## src/rtl/sactl_ram.sv

```systemverilog
// sactl_ram: generic single-clock RAM, one write port and one read port,
// registered read data. Depends on nothing.
module sactl_ram #(
    parameter int WIDTH = 8,
    parameter int DEPTH = 16
) (
    input  logic                                    aclk,
    input  logic                                    we,
    input  logic [((DEPTH > 1) ? $clog2(DEPTH) : 1)-1:0] waddr,
    input  logic [WIDTH-1:0]                        wdata,
    input  logic                                    re,
    input  logic [((DEPTH > 1) ? $clog2(DEPTH) : 1)-1:0] raddr,
    output logic [WIDTH-1:0]                        rdata
);

    logic [WIDTH-1:0] mem [DEPTH];
    logic [WIDTH-1:0] rdata_reg;

    always_ff @(posedge aclk) begin
        if (we) begin
            mem[waddr] <= wdata;
        end
        if (re) begin
            rdata_reg <= mem[raddr];
        end
    end

    assign rdata = rdata_reg;

endmodule

```

## config.mk

```make
export PLATFORM = sky130hd
export DESIGN_NAME = sactl_ram
export DESIGN_NICKNAME = d
export VERILOG_FILES = /design/src/rtl/sactl_ram.sv
export SDC_FILE = /design/constraint.sdc
export NUM_CORES = 1
export LEC_CHECK = 0
export BUFFER_PORTS_ARGS = -buffer_cell sky130_fd_sc_hd__buf_2
export CAP_MARGIN = 25
export CELL_PAD_IN_SITES_DETAIL_PLACEMENT = 1
export CELL_PAD_IN_SITES_GLOBAL_PLACEMENT = 1
export CORE_MARGIN = 2
export CORE_UTILIZATION = 30
export CTS_CLUSTER_SIZE = 24
export DETAILED_ROUTE_END_ITERATION = 8
export GPL_ROUTABILITY_DRIVEN = 0
export PLACE_DENSITY_LB_ADDON = 0.1
export REMOVE_ABC_BUFFERS = 1
export SLEW_MARGIN = 15
export SYNTH_ARGS = -nofsm -noshare
export SYNTH_HDL_FRONTEND = slang
export SYNTH_SLANG_ARGS = --single-unit
```

## constraint.sdc

```tcl
create_clock -name aclk -period 2.9 [get_ports aclk]
set_clock_uncertainty 0.2 [all_clocks]
set_input_delay 0.58 -clock aclk [delete_from_list [all_inputs] [get_ports aclk]]
set_output_delay 0.58 -clock aclk [all_outputs]
set_load 0.01 [all_outputs]
```

==> flow_summary.yaml <==
run_status:
  status: "complete, no violations"
finish:
  final_cell_area_mm2: 0.006294
  final_cell_mix: "edfxtp_1 (136), buf_2 (26), buf_4 (21)"
  utilization_pct: 36.64
  area_growth_pct: 20.39
  layout_commonest_cell: "edfxtp_1"
  diodes: 0
  drive_above_1_share_pct: 30.67
  final_nets: 306
  largest_reg_flops: 128
pwr:
  power_frac_seq_pct: 50.4
  p_leak_nw: 2.105
  intPower_mw: 3.539
  p_sw_mw: 0.8773
  combPwrFrac_pct: 4.9
  irDropWorstVdd_v: 0.0004378
  total_power_mw: 4.417
  power_per_cell_area_mw_per_mm2: 701.8
  power.share.clock_pct: 44.7
  swShare_pct: 19.86
synthesis:
  synth_top_flop_cell: "edfxtp_1"
  synthCells: 229
  ys_seq_area_share_pct: 78.12
  synthTopCellsByArea: "edfxtp_1 (78%), mux4_2 (7.8%), mux4_1 (7.0%), a22oi_1 (2.3%), nor2_1 (0.93%)"
  synth_area_leader_cell: "edfxtp_1"
  synthArstFlopShare_pct: 0
  yosysTopAreaCellShare_pct: 78.12
  ys_ff_latch: 136
  synth_edf_count: 136
  synth.avg_cell_area_um2: 22.83
  ys.warnings.count: 0
  ys_types: 18
  synth_area_mm2: 0.005228
worst_setup_path:
  cp-start-kind: "primary input"
  endpoint_kind: "register"
  crit_arrival_ns: 1.95
  r2r-start: "mem[1][1]$_DFFE_PP_"
  critPathSlowestCell: "mux4_1"
  cp_max_fo: 14
  rrSetupSlack_ns: 1.15
  cp.depth: 5
  cp_num_buf_inv: 2
  critPathKind: "primary input to register"
  worst_ep_required_time_ns: 2.85
  path_cells: "buf_2 -> buf_4 -> mux4_1 -> a22oi_1 -> nand2_1"
  crit_family: "multiplexers"
  r2r_cells: 3
  regToRegEndpoint: "rdata[1]$_DFFE_PP_"
  slowest_delay_ns: 0.60
clock_tree:
  path_clk_slew_ns: 0.06
  cts_resized: 0
  cts_setup_buffers: 0
  tritoncts: "done"
  cts_max_path_buffers: 2
  htree_levels: 4
  ctsHoldBuffers: 0
  cts_buffers: 17
  cts_root_buf: "clkbuf_16"
  insertion_delay_ns: 0.41
  cts_sinks: 136
sta:
  hold_ws_ns: 0.3538
  rsz0062_at_grt: "no"
  slew_headroom_pct: 62.60
  worstMarginPinSlew_ns: 0.5610
  fin_crit_ns: 1.999
  max_freq_ghz: 0.5003
  setup_viol_count_final: 0
  fin_tns_setup_ns: 0
  hold_viol: 0
  period_share_pct: 68.93
  drv_slew: 0
floorplanning:
  initial_core_util_pct: 30.43
  core-area_mm2: 0.01718
  die_area_mm2: 0.01850
  rows: 48
  io_pins: 27
  die_h_um: 136.0
  die_width_um: 136.0
drt:
  first_iter_violations: 166
  drc: 0
  wl_per_cell_um: 22.04
  dr.pass1.iters: 4
  ant_nets: 0
  vias: 2463
  vias_per_cell: 4.691
  wirelength_um: 11570
placement:
  portBuffers: 26
  dpl.hpwl_um: 7559
  placed_cell_area_mm2: 0.005751
global_routing:
  antenna_found_initial: 0
  grt_overflow: 0
  grt_pass1_vias: 2693
  grt_util_all_layers_pct: 14.01
  grt_max_degree: 19
  grt_pass1_wl_um: 17470
worst_hold_path:
  min_path_cells: 1
  worstHoldStart: "re"
  holdPathEnd: "rdata[4]$_DFFE_PP_"
  hp-class: "primary input to register"
run:
  cap_violations: 0
## synthesized netlist by cell type (2+ instances only)
cell             number
nor2_1               13
clkdlybuf4s25_2       3
nand3b_1              2
buf_2                 3
nand2_1               9
a22oi_1              16
mux4_1               14
mux4_2               18
buf_6                 3
nor3_1                4
nand2b_1              2
edfxtp_1            136
## layer usage
layer  part of all wire [%]  up-vias  GRT usage [%]
li1                       -     1097              -
met1                     44     1291          17.80
met2                     50       57          22.70
met3                    4.3       18          3.505
met4                    1.8        0          6.250
met5                      0        -              0
## cell type report
class,count,area (um2)
multi-input combinational,83,1057
tap,225,281.5
clock buffer,18,429.2
sequential,136,4084
fill,1699,10880
timing repair buffer,49,327.8
clock inverter,14,113.9
## per-stage QoR
step	cells	worst slack [ns]
after detailed placement	493	0.4297
after floorplan	219	0.6271
after global placement	493	0.4351
final	525	0.9011
after global routing	525	0.8330
after CTS	525	0.8755
## power by group through the flow
stage | Sequential, mW | Combinational (mW) | Clock (mW)
after floorplan | 2.27 | 0.0883 | 0
after global placement | 2.27 | 0.222 | 0
after detailed placement | 2.27 | 0.224 | 0
after CTS | 2.23 | 0.225 | 2.03
after global routing | 2.23 | 0.239 | 2.11
final | 2.23 | 0.215 | 1.97
## kinds of logic after synthesis
family          share of synthesized area [%]
flops                                   78.12
compound gates                          2.298
simple gates                            3.136
mux                                     14.79
buf+inv                                 1.651
## how the worst max path moves through the flow
stage | startpoint | to | slack (ns)
floorplan | waddr[2] | mem[0][0]$_DFFE_PP_ | 0.63
CTS | raddr[0] | rdata[5]$_DFFE_PP_ | 0.88
finish | raddr[0] | rdata[5]$_DFFE_PP_ | 0.90
global placement | raddr[0] | rdata[5]$_DFFE_PP_ | 0.44
global route | raddr[0] | rdata[5]$_DFFE_PP_ | 0.83
detailed placement | raddr[0] | rdata[5]$_DFFE_PP_ | 0.43
(Power assumes the default switching activity.)
